## src/rtl/tmsort_pkg.sv

```systemverilog
package tmsort_pkg;

  localparam int unsigned MaxItemsDef = 16;
  localparam int unsigned MomBitsDef  = 24;
  localparam int unsigned EnergyBits  = 24;

  // per-cycle command to every cell of the chain
  typedef struct packed {
    logic insert;
    logic shift;
  } cell_ctrl_t;

endpackage

```

## src/rtl/tmsort_cell.sv

```systemverilog
module tmsort_cell #(
  parameter int unsigned KEY_W  = 49,
  parameter int unsigned DATA_W = 96
) (
  input  logic                   clk_i,
  input  logic                   rst_ni,
  input  tmsort_pkg::cell_ctrl_t ctrl_i,
  input  logic [KEY_W-1:0]       new_key_i,
  input  logic [DATA_W-1:0]      new_data_i,
  input  logic                   ins_prev_i,
  input  logic                   left_valid_i,
  input  logic [KEY_W-1:0]       left_key_i,
  input  logic [DATA_W-1:0]      left_data_i,
  input  logic                   right_valid_i,
  input  logic [KEY_W-1:0]       right_key_i,
  input  logic [DATA_W-1:0]      right_data_i,
  output logic                   ins_o,
  output logic                   valid_o,
  output logic [KEY_W-1:0]       key_o,
  output logic [DATA_W-1:0]      data_o
);

  logic              valid_d, valid_q;
  logic [KEY_W-1:0]  key_d, key_q;
  logic [DATA_W-1:0] data_d, data_q;

  // newer word goes ahead of an equal key
  assign ins_o = ctrl_i.insert && (!valid_q || (new_key_i >= key_q));

  always_comb begin
    valid_d = valid_q;
    key_d   = key_q;
    data_d  = data_q;
    if (ctrl_i.shift) begin
      valid_d = right_valid_i;
      key_d   = right_key_i;
      data_d  = right_data_i;
    end else if (ins_o) begin
      if (ins_prev_i) begin
        valid_d = left_valid_i;
        key_d   = left_key_i;
        data_d  = left_data_i;
      end else begin
        valid_d = 1'b1;
        key_d   = new_key_i;
        data_d  = new_data_i;
      end
    end
  end

  always_ff @(posedge clk_i or negedge rst_ni) begin
    if (!rst_ni) begin
      valid_q <= 1'b0;
    end else begin
      valid_q <= valid_d;
    end
  end

  always_ff @(posedge clk_i) begin
    key_q  <= key_d;
    data_q <= data_d;
  end

  assign valid_o = valid_q;
  assign key_o   = key_q;
  assign data_o  = data_q;

endmodule

```

## config.mk

```make
export PLATFORM = sky130hd
export DESIGN_NAME = tmsort_cell
export DESIGN_NICKNAME = d
export VERILOG_FILES = /design/src/rtl/tmsort_pkg.sv /design/src/rtl/tmsort_cell.sv
export SDC_FILE = /design/constraint.sdc
export NUM_CORES = 1
export LEC_CHECK = 0
export BUFFER_PORTS_ARGS = -buffer_cell sky130_fd_sc_hd__buf_2
export CAP_MARGIN = 15
export CORE_AREA = 2 2 232 234
export CTS_BUF_LIST = sky130_fd_sc_hd__clkbuf_2
export CTS_CLUSTER_SIZE = 40
export DETAILED_ROUTE_END_ITERATION = 6
export DIE_AREA = 0 0 234 236
export GPL_TIMING_DRIVEN = 0
export PLACE_DENSITY_LB_ADDON = 0.15
export SYNTH_ARGS = -nofsm -noshare
export SYNTH_HDL_FRONTEND = slang
export SYNTH_SLANG_ARGS = --single-unit
```

## constraint.sdc

```tcl
create_clock -name clk_i -period 7.8 [get_ports clk_i]
set_input_delay 0.78 -clock clk_i [delete_from_list [all_inputs] [get_ports clk_i]]
set_output_delay 0.78 -clock clk_i [all_outputs]
set_load 0.005 [all_outputs]
```

==> results by group <==
Flow run
  – # Max-Cap Violations: 0

Route
  – Initial DRC count: about 320
  – Avg WL per Cell: 16.9 um
  – Vias per inst: between 3 and 4
  – Total Wirelength: ~40000 um
  – DRC viols: 0
  – TritonRoute pass-1 iters: 4
  – Final ANT Viol Nets: 0
  – Via count: roughly 9500

Timing
  – Worst-Margin Slew: around 1.1 ns
  – Setup_tns: 0 ns
  – Worst hold margin: about 0.2 ns
  – Max-slew violation count: 0
  – Count of final hold-check violations: 0
  – Final setup violation count: 0
  – Final Cycle Share: 53.3%
  – Fin crit period: 4.16 ns
  – Max Fclk: 0.241 GHz
  – Unrepaired setup endpoints after global routing: no
  – Rel. slew slack: 29.7%
  – Setup Skew: 0.0436 ns

Global routing
  – Vias in the first global route: approximately 10000
  – Global-route wire length before repair: 57700 um
  – Met1 Track Usage GR: approximately 16%
  – Largest net degree at the start of global routing: roughly 60
  – Met2 usage: 24.9%
  – All-layer global routing usage: between 10 and 15%
  – Initial antenna violation count: 5
  – Met3 usage: under 10%
  – Gr ovfl total: 0
  – GR peak layer: met2

Placed design
  – Final Wtd Congestion: 0.848
  – PortBufs: 586
  – Placed Cells: roughly 2100
  – Hpwl dp: about 33000 um

Final layout
  – Commonest non-fill, non-tap cell in the layout: buf_2
  – Final std cells w/o fill: roughly 2400
  – Layout Nets: about 2200
  – Share of cells above drive strength 1: a little under two fifths
  – Fill count: between 5000 and 6000
  – Area growth, synth to finish: 77.9%
  – Commonest non-fill, non-tap cells in the layout: buf_2, dlygate4sd3_1, nand2_1

Synthesis
  – Synth cell types: 36
  – Syn. warnings: 0
  – Synthesized netlist cell count: about 800
  – Primary FF master, synth: edfxtp_1
  – Synthesized area per cell: 10.6 um2
  – Cell area after synthesis: 0.00859 mm2
  – Async SR Flop Fraction: 0.685%
  – Syn nets: 1300
  – Synth Register Bits: between 100 and 150
  – Number of flops mapped to enable cells by yosys: 145
  – Sequential area share after synthesis: about half

Pwr
  – Peak VDD IR: 0.0000744 V
  – Clock share of power: around 22%
  – Int Power: approximately 0.0015 W
  – Sw Ratio: a little under a third
  – Final Power: between 0.002 and 0.0025 W
  – Leak Pwr: around 7.3 nW
  – NetSw: 0.000681 W
  – Sequential share of power: 46.5%
  – Comb pwr share: between 30% and 40%
  – Pwr dens: between 100 and 150 mW/mm2

Critical path
  – Critical path fanouts, max: 3
  – Kind of critical path: register to primary output
  – Arrival time worst endpoint: about 3.4 ns
  – CP startpoint kind: register
  – Worst Setup End Kind: primary output
  – R2R setup slack: around 4.3 ns
  – Crit path from: key_o[12]$_DFFE_PP_
  – CP required: 7.02 ns
  – FF-to-FF End: data_o[62]$_DFFE_PP_
  – R2r startpoint: key_o[12]$_DFFE_PP_
  – R2R depth: 10

Clock tree
  – CTS Sinks: ~150
  – Clock tree buffer depth: 2
  – CTS Buf Count: 17
  – Clock transition at path regs: about 0.23 ns
  – Setup Fix Bufs, Post-CTS: 0
  – Root Buffer: clkbuf_2
  – CTS H-tree lvls: 4
  – CTS tree: yes
  – Skew-Pair Late Insertion Delay: approximately 0.98 ns
  – Post-cts sizing count: 0

Floorplanning
  – Die H: 236 um
  – IO Count: a little under 600
  – Core area: between 0.05 and 0.06 mm2
  – Die width: between 200 and 250 um
  – Initial Utilization: 16.2%
  – Total die area: approximately 0.055 mm2
  – Rows: 85

Min path
  – WHS Endpoint: data_o[11]$_DFFE_PP_
  – Hold WC Path Type: primary input to register
  – Hold Crit Start: new_data_i[11]
  – Hold Path Stages: 3

Status
  – Status: finished clean
## worst max path at each step
stage                     cells after the start              endpoint
after floorplan                               8   data_o[0]$_DFFE_PP_
after global placement                        9  data_o[59]$_DFFE_PP_
after detailed placement                     10  data_o[62]$_DFFE_PP_
after CTS                                     9                 ins_o
after global routing                          9                 ins_o
final                                         9                 ins_o
## power by group through the flow
| stage | logic (W) | clock network (W) | registers, W |
|---|---|---|---|
| 2_1_floorplan | 0.000220 | 0 | 0.00104 |
| 4_1_cts | 0.000690 | 0.000514 | 0.00100 |
| 5_1_grt | 0.000750 | 0.000546 | 0.00101 |
| 3_3_place_gp | 0.000555 | 0 | 0.00104 |
| 3_5_place_dp | 0.000562 | 0 | 0.00102 |
| 6_report | 0.000676 | 0.000478 | 0.00100 |
## synth_stat cells (5+ instances only)
cell      instances  area, um2
o21ai_1          87        435
ha_1             49        613
edfxtp_1        145       4350
nand4_1          12       75.1
mux2i_1         145       1450
inv_1            53        199
buf_1             8       30.0
nand2_1         155        582
clkbuf_1         36        135
a21oi_1          17       85.1
buf_2             5       25.0
o21ai_0          62        310
## sequential cells by signal, summed over array words and instances, names as in the netlist
name and count:
data_o 96, key_o 49, valid_o 1
## cell families after synthesis
logic type	share of synthesized area (%)
AND/OR/NAND/NOR	8.94
AO/OA/AOI/OAI	11.5
flip-flops	51.0
multiplexers	16.9
buffers and inverters	4.53
adder cells (fa/ha/maj)	7.14
## critical path: stages (launching register included)
cell and delay [ns]:
edfxtp_1 0.40, inv_1 0.05, ha_1 0.31, nand4_1 0.13
nor4_1 0.61, a22o_1 0.26, a211o_1 0.16, a211oi_2 0.12
o21ai_2 0.21, buf_2 0.18
## metrics by stage
| stage | cell area (um2) | util, % | setup WS [ns] |
|---|---|---|---|
| 2_1_floorplan | 8590 | - | 2.00 |
| 3_3_place_gp | 12400 | 23.4 | -0.996 |
| 3_5_place_dp | 12500 | 23.5 | 3.59 |
| 4_1_cts | 15300 | 28.8 | 3.25 |
| 5_1_grt | 15300 | 28.8 | 3.15 |
| 6_report | 15300 | 28.8 | 3.64 |
## what timing repair did
action / CTS / global route
hold buffers: 254 / 0
setup endpoints to repair: 0 / 0
hold endpoints to repair: 146 / 0
## layer usage
metal / share of wire, % / wire, um
met2: 50 / 20400
met1: 40 / 16300
met4: 2.7 / 1100
met3: 6.5 / 2610
met5: 0.032 / 13
## layout make-up
cell class,instances,area (um2),area share [%]
timing repair buffer,844,5570,36.5
sequential,146,4380,28.7
multi-input combinational,561,3820,25.0
tap,696,871,5.70
inverter,53,199,1.30
buffer,49,190,1.24
clock inverter,15,144,0.942
clock buffer,17,85.1,0.557
antenna,6,15.0,0.0983
No activity file was read; power rests on OpenSTA's default activity.
