### src/rtl/tmsort_pkg.sv
package tmsort_pkg;

  localparam int unsigned MaxItemsDef = 16;
  localparam int unsigned MomBitsDef  = 24;
  localparam int unsigned EnergyBits  = 24;

  // per-cycle command to every cell of the chain
  typedef struct packed {
    logic insert;
    logic shift;
  } cell_ctrl_t;

endpackage

### src/rtl/tmsort_key.sv
module tmsort_key #(
  parameter int unsigned MOM_BITS = tmsort_pkg::MomBitsDef,
  parameter int unsigned DATA_W   = 3 * MOM_BITS + tmsort_pkg::EnergyBits
) (
  input  logic                    clk_i,
  input  logic                    rst_ni,
  input  logic                    valid_i,
  input  logic                    last_i,
  input  logic [DATA_W-1:0]       data_i,
  output logic                    valid_o,
  output logic                    last_o,
  output logic [DATA_W-1:0]       data_o,
  output logic [2*MOM_BITS:0]     key_o
);

  logic signed [MOM_BITS-1:0] mom_x, mom_y;
  logic [MOM_BITS-1:0]        abs_x, abs_y;

  logic                    s1_valid_q, s2_valid_q;
  logic                    s1_last_q, s2_last_q;
  logic [DATA_W-1:0]       s1_data_q, s2_data_q;
  logic [2*MOM_BITS-1:0]   sq_x_q, sq_y_q;
  logic [2*MOM_BITS:0]     key_q;

  assign mom_x = data_i[MOM_BITS-1:0];
  assign mom_y = data_i[2*MOM_BITS-1:MOM_BITS];
  // the most negative value maps onto its magnitude as an unsigned number
  assign abs_x = mom_x[MOM_BITS-1] ? MOM_BITS'(-mom_x) : MOM_BITS'(mom_x);
  assign abs_y = mom_y[MOM_BITS-1] ? MOM_BITS'(-mom_y) : MOM_BITS'(mom_y);

  always_ff @(posedge clk_i or negedge rst_ni) begin
    if (!rst_ni) begin
      s1_valid_q <= 1'b0;
      s2_valid_q <= 1'b0;
    end else begin
      s1_valid_q <= valid_i;
      s2_valid_q <= s1_valid_q;
    end
  end

  always_ff @(posedge clk_i) begin
    s1_last_q <= last_i;
    s1_data_q <= data_i;
    sq_x_q    <= abs_x * abs_x;
    sq_y_q    <= abs_y * abs_y;
    s2_last_q <= s1_last_q;
    s2_data_q <= s1_data_q;
    key_q     <= {1'b0, sq_x_q} + {1'b0, sq_y_q};
  end

  assign valid_o = s2_valid_q;
  assign last_o  = s2_last_q;
  assign data_o  = s2_data_q;
  assign key_o   = key_q;

endmodule

### config.mk
export PLATFORM = sky130hd
export DESIGN_NAME = tmsort_key
export DESIGN_NICKNAME = d
export VERILOG_FILES = /design/src/rtl/tmsort_pkg.sv /design/src/rtl/tmsort_key.sv
export SDC_FILE = /design/constraint.sdc
export NUM_CORES = 2
export LEC_CHECK = 0
export BUFFER_PORTS_ARGS = -buffer_cell sky130_fd_sc_hd__buf_2
export CORE_ASPECT_RATIO = 1.5
export CORE_MARGIN = 2
export CORE_UTILIZATION = 44
export CTS_CLUSTER_SIZE = 14
export DETAILED_ROUTE_END_ITERATION = 10
export PLACE_DENSITY_LB_ADDON = 0.2
export SYNTH_ARGS = -nofsm -noshare
export SYNTH_HDL_FRONTEND = slang
export SYNTH_SLANG_ARGS = --single-unit
export TNS_END_PERCENT = 5
### constraint.sdc
create_clock -name clk_i -period 5.7 [get_ports clk_i]
set_clock_uncertainty 0.1 [all_clocks]
set_input_delay 0.285 -clock clk_i [delete_from_list [all_inputs] [get_ports clk_i]]
set_output_delay 0.285 -clock clk_i [all_outputs]
set_load 0.1 [all_outputs]
==> key figures <==
Run status
  • Status: finished, violations left
  • Failing checks: setup timing

Timing
  • Fin. Hold Viols: 0
  • FMAX: 125 MHz
  • Setup ws final: -2.30 ns
  • Max_slew headroom: 0.625
  • Count of final max-slew check failures: 0
  • Least-Margin Pin Slew: 0.559 ns
  • Post-layout min period: 8.00 ns
  • Fin crit share: 1.40
  • RSZ-0062 raised after global routing: yes
  • Endpoints failing setup: 72

Placement
  • Port bufs: 246
  • Area after DPL: 50900 µm²
  • Placed cells: 6569
  • DP HPWL: 99000 µm
  • Gp weighted congestion: 0.964

Worst setup path
  • CP Capture Type: flip-flop
  • Max incr delay on CP: 0.55 ns
  • Launch point of the critical path: data_i[28]
  • Slowest cell on crit path: fa_1
  • Critical Path Source Type: primary input
  • Data required, critical path: 6.10 ns
  • Reg2Reg Setup Slack: 2.28 ns
  • Most frequent CP cell: fa_1
  • CP Max Fanout: 9
  • FF-to-FF Start: sq_x_q[3]
  • FF-to-FF path depth: 10
  • Crit path kind: in -> reg
  • Crit-path leading delay family: adder cells
  • R2r endpoint: key_o[47]
  • Crit path DAT: 8.40 ns
  • Critical path buffers and inverters: 5

Floorplanning
  • Die Area: 96400 µm²
  • Starting Density: 0.444
  • Die height: 379 µm
  • Core area: 93100 µm²
  • IO Pins: 247
  • Die W: 254 µm
  • Row count: 137

Clocking
  • CTS tree: done
  • Longest Clk Path Bufs: 3
  • Clk pin slew, worst setup/hold paths: 0.06 ns
  • Root Buffer: clkbuf_16
  • Clock Sinks: 337
  • Total CTS buffers: 37
  • H-tree depth: 2
  • Clock latency on the worst-skew pair: 0.59 ns

Route
  • Vias per inst: 4.74
  • DR vias: 32000
  • Wire per inst: 16.9 µm
  • DRT antenna net count: 0
  • DR iter-0 viols: 1195
  • Routed wire length: 114000 µm
  • DRC: 0
  • Initial DRT Pass Iterations: 5

Finish
  • FF/Latch Area: 6760 µm²
  • Share of layout cells above drive strength 1: 0.248
  • Finished Layout Cells: 6746
  • Final instance area: 54200 µm²
  • Antenna diodes: 0
  • Synthesis-to-layout area growth: 31.1%
  • Fillcell total: 8145
  • Fin nets: 6801
  • Multi-input logic area: 31100 µm²

Global route
  • Pin count of the biggest net entering global routing: 16
  • Total grt overflow: 0
  • Global-route wire length before repair: 182000 µm
  • Number of global-route vias before repair: 35400
  • GRT Overall Usage: 0.245
  • Antenna violations before repair: 1

Yosys
  • EDFF count, synth: 0
  • Synthesized flop and latch total: 337
  • Ys flop type: dfxtp_1
  • Ys Warns: 0
  • Seq/Total Area, Yosys: 0.164
  • Mapped Area: 41300 µm²
  • Syn Area/Cell: 9.59 µm²
  • Cells after Synth: 4307
  • Asr flop ratio synth: 0.00593
  • Yosys cell types: 76

Min path
  • Hold depth: 2
  • HP Start: data_i[0]
  • WHS Endpoint: sq_x_q[0]
  • Worst hold-check path type: in -> reg

Flow run
  • Max_cap viols: 0
==> layout by cell type, fill, tap and decap left out, types with 24 or more instances in the layout <==
master	count
inv_2	29
buf_4	789
o21ai_0	49
nor2_1	282
conb_1	34
buf_2	244
a21oi_1	112
inv_1	1151
xor2_1	58
buf_12	32
o21bai_1	24
nand2_1	368
xnor2_1	103
a21o_1	57
clkbuf_16	38
dlygate4sd3_1	99
fa_1	835
dfxtp_1	335
ha_1	363
==> worst max path at each step <==
| stage | endpoint | slack [ns] | depth (start not counted) |
|---|---|---|---|
| floorplan | sq_y_q[47] | -2.52 | 27 |
| CTS | sq_x_q[47] | -2.39 | 34 |
| finish | sq_y_q[47] | -2.30 | 26 |
| detailed placement | sq_y_q[46] | -3.26 | 30 |
| global placement | sq_y_q[46] | -3.20 | 30 |
| global route | sq_x_q[43] | -2.55 | 35 |
==> layout make-up <==
class | count | share of cell area
inverter | 1187 | 0.0828
clock inverter | 19 | 0.00483
clock buffer | 47 | 0.0189
tap | 1251 | 0.0289
sequential | 337 | 0.125
timing repair buffer | 1181 | 0.166
multi-input combinational | 2724 | 0.574
==> metal layers <==
metal,part of all wire,global-route usage,vias up
met5,0,0,-
li1,-,-,15200
met3,0.031,0.0194,265
met2,0.54,0.470,677
met1,0.37,0.271,15900
met4,0.054,0.112,0
==> Yosys cell counts, types with 3 or more instances <==
library cell / n / area share
or3_1: 11 / 0.0017
and4_1: 3 / 0.00064
fa_1: 846 / 0.41
o31a_1: 8 / 0.0017
or2_2: 6 / 0.00091
a21oi_1: 132 / 0.016
nand4_1: 12 / 0.0018
o22ai_1: 4 / 0.00061
and3_1: 20 / 0.0030
nand2b_1: 14 / 0.0021
nor3_1: 20 / 0.0024
a311oi_1: 3 / 0.00064
o21ai_0: 77 / 0.0093
and2_1: 9 / 0.0014
a41oi_1: 5 / 0.0011
o41ai_1: 4 / 0.00085
ha_1: 387 / 0.12
xor2_1: 64 / 0.014
o21bai_1: 25 / 0.0045
a21boi_0: 5 / 0.00091
xnor2_1: 115 / 0.024
or4_1: 9 / 0.0016
inv_2: 13 / 0.0012
o41a_1: 3 / 0.00082
nor4_1: 7 / 0.0011
a21o_1: 57 / 0.010
mux2i_1: 5 / 0.0012
o2111ai_1: 4 / 0.00085
o21ai_1: 3 / 0.00036
o21a_1: 21 / 0.0038
o31ai_1: 15 / 0.0027
a221oi_1: 3 / 0.00064
nor2_1: 300 / 0.027
nand3_1: 24 / 0.0029
nand2_1: 382 / 0.035
nor2b_1: 12 / 0.0018
o211ai_1: 8 / 0.0015
clkbuf_1: 88 / 0.0080
a211oi_1: 17 / 0.0031
inv_1: 1172 / 0.11
a31oi_1: 14 / 0.0021
dfxtp_1: 335 / 0.16
==> worst register-to-register path, delay by kind of cell (launching register included) <==
family	cells	cell delay, ns
compound gates	8	2.39
fa+ha+maj	1	0.33
flops	1	0.31
simple gates	1	0.20
==> state kept, by name, summed over array words and instances, names as in the netlist <==
| name | count |
|---|---|
| s1_valid_q | 1 |
| s1_last_q | 1 |
| valid_o | 1 |
| s1_data_q | 95 |
| sq_y_q | 46 |
| data_o | 96 |
| sq_x_q | 47 |
| key_o | 49 |
| last_o | 1 |
==> through the flow <==
stage	hold WS (ns)	TNS [ns]	setup slack, ns	util
final	0.0304	-120.76	-2.30	0.582
after global routing	0.0153	-140.90	-2.55	0.582
after CTS	0.00266	-124.49	-2.39	0.578
after detailed placement	-0.0263	-191.09	-3.26	0.547
after global placement	-0.0283	-191.62	-3.20	0.547
after floorplan	-0.111	-143.47	-2.52	-
==> timing repair <==
item | in CTS | in global routing
endpoints found under the setup margin | 76 | 76
endpoints found under the hold margin | 100 | 0
pin swaps | 65 | 44
setup buffers | 8 | 5
resized for setup | 131 | 82
hold buffers | 99 | 0
==> kinds of logic (layout without fill, tap and decap cells) <==
kind of cell / after synthesis / in the layout / share of synthesized area
AND/OR/NAND/NOR: 845 / 845 / 0.0876
other: 2 / 34 / 0.000182
AO/OA/AOI/OAI: 427 / 427 / 0.0660
flip-flops: 337 / 337 / 0.164
buffers and inverters: 1278 / 2434 / 0.116
multiplexers: 5 / 5 / 0.00121
XOR/XNOR: 180 / 180 / 0.0383
adder cells (fa/ha/maj): 1233 / 1233 / 0.527
Power is left out: the tool's default activity adds up to more than one toggle a clock period on the data nets, which glitch-free logic cannot reach.
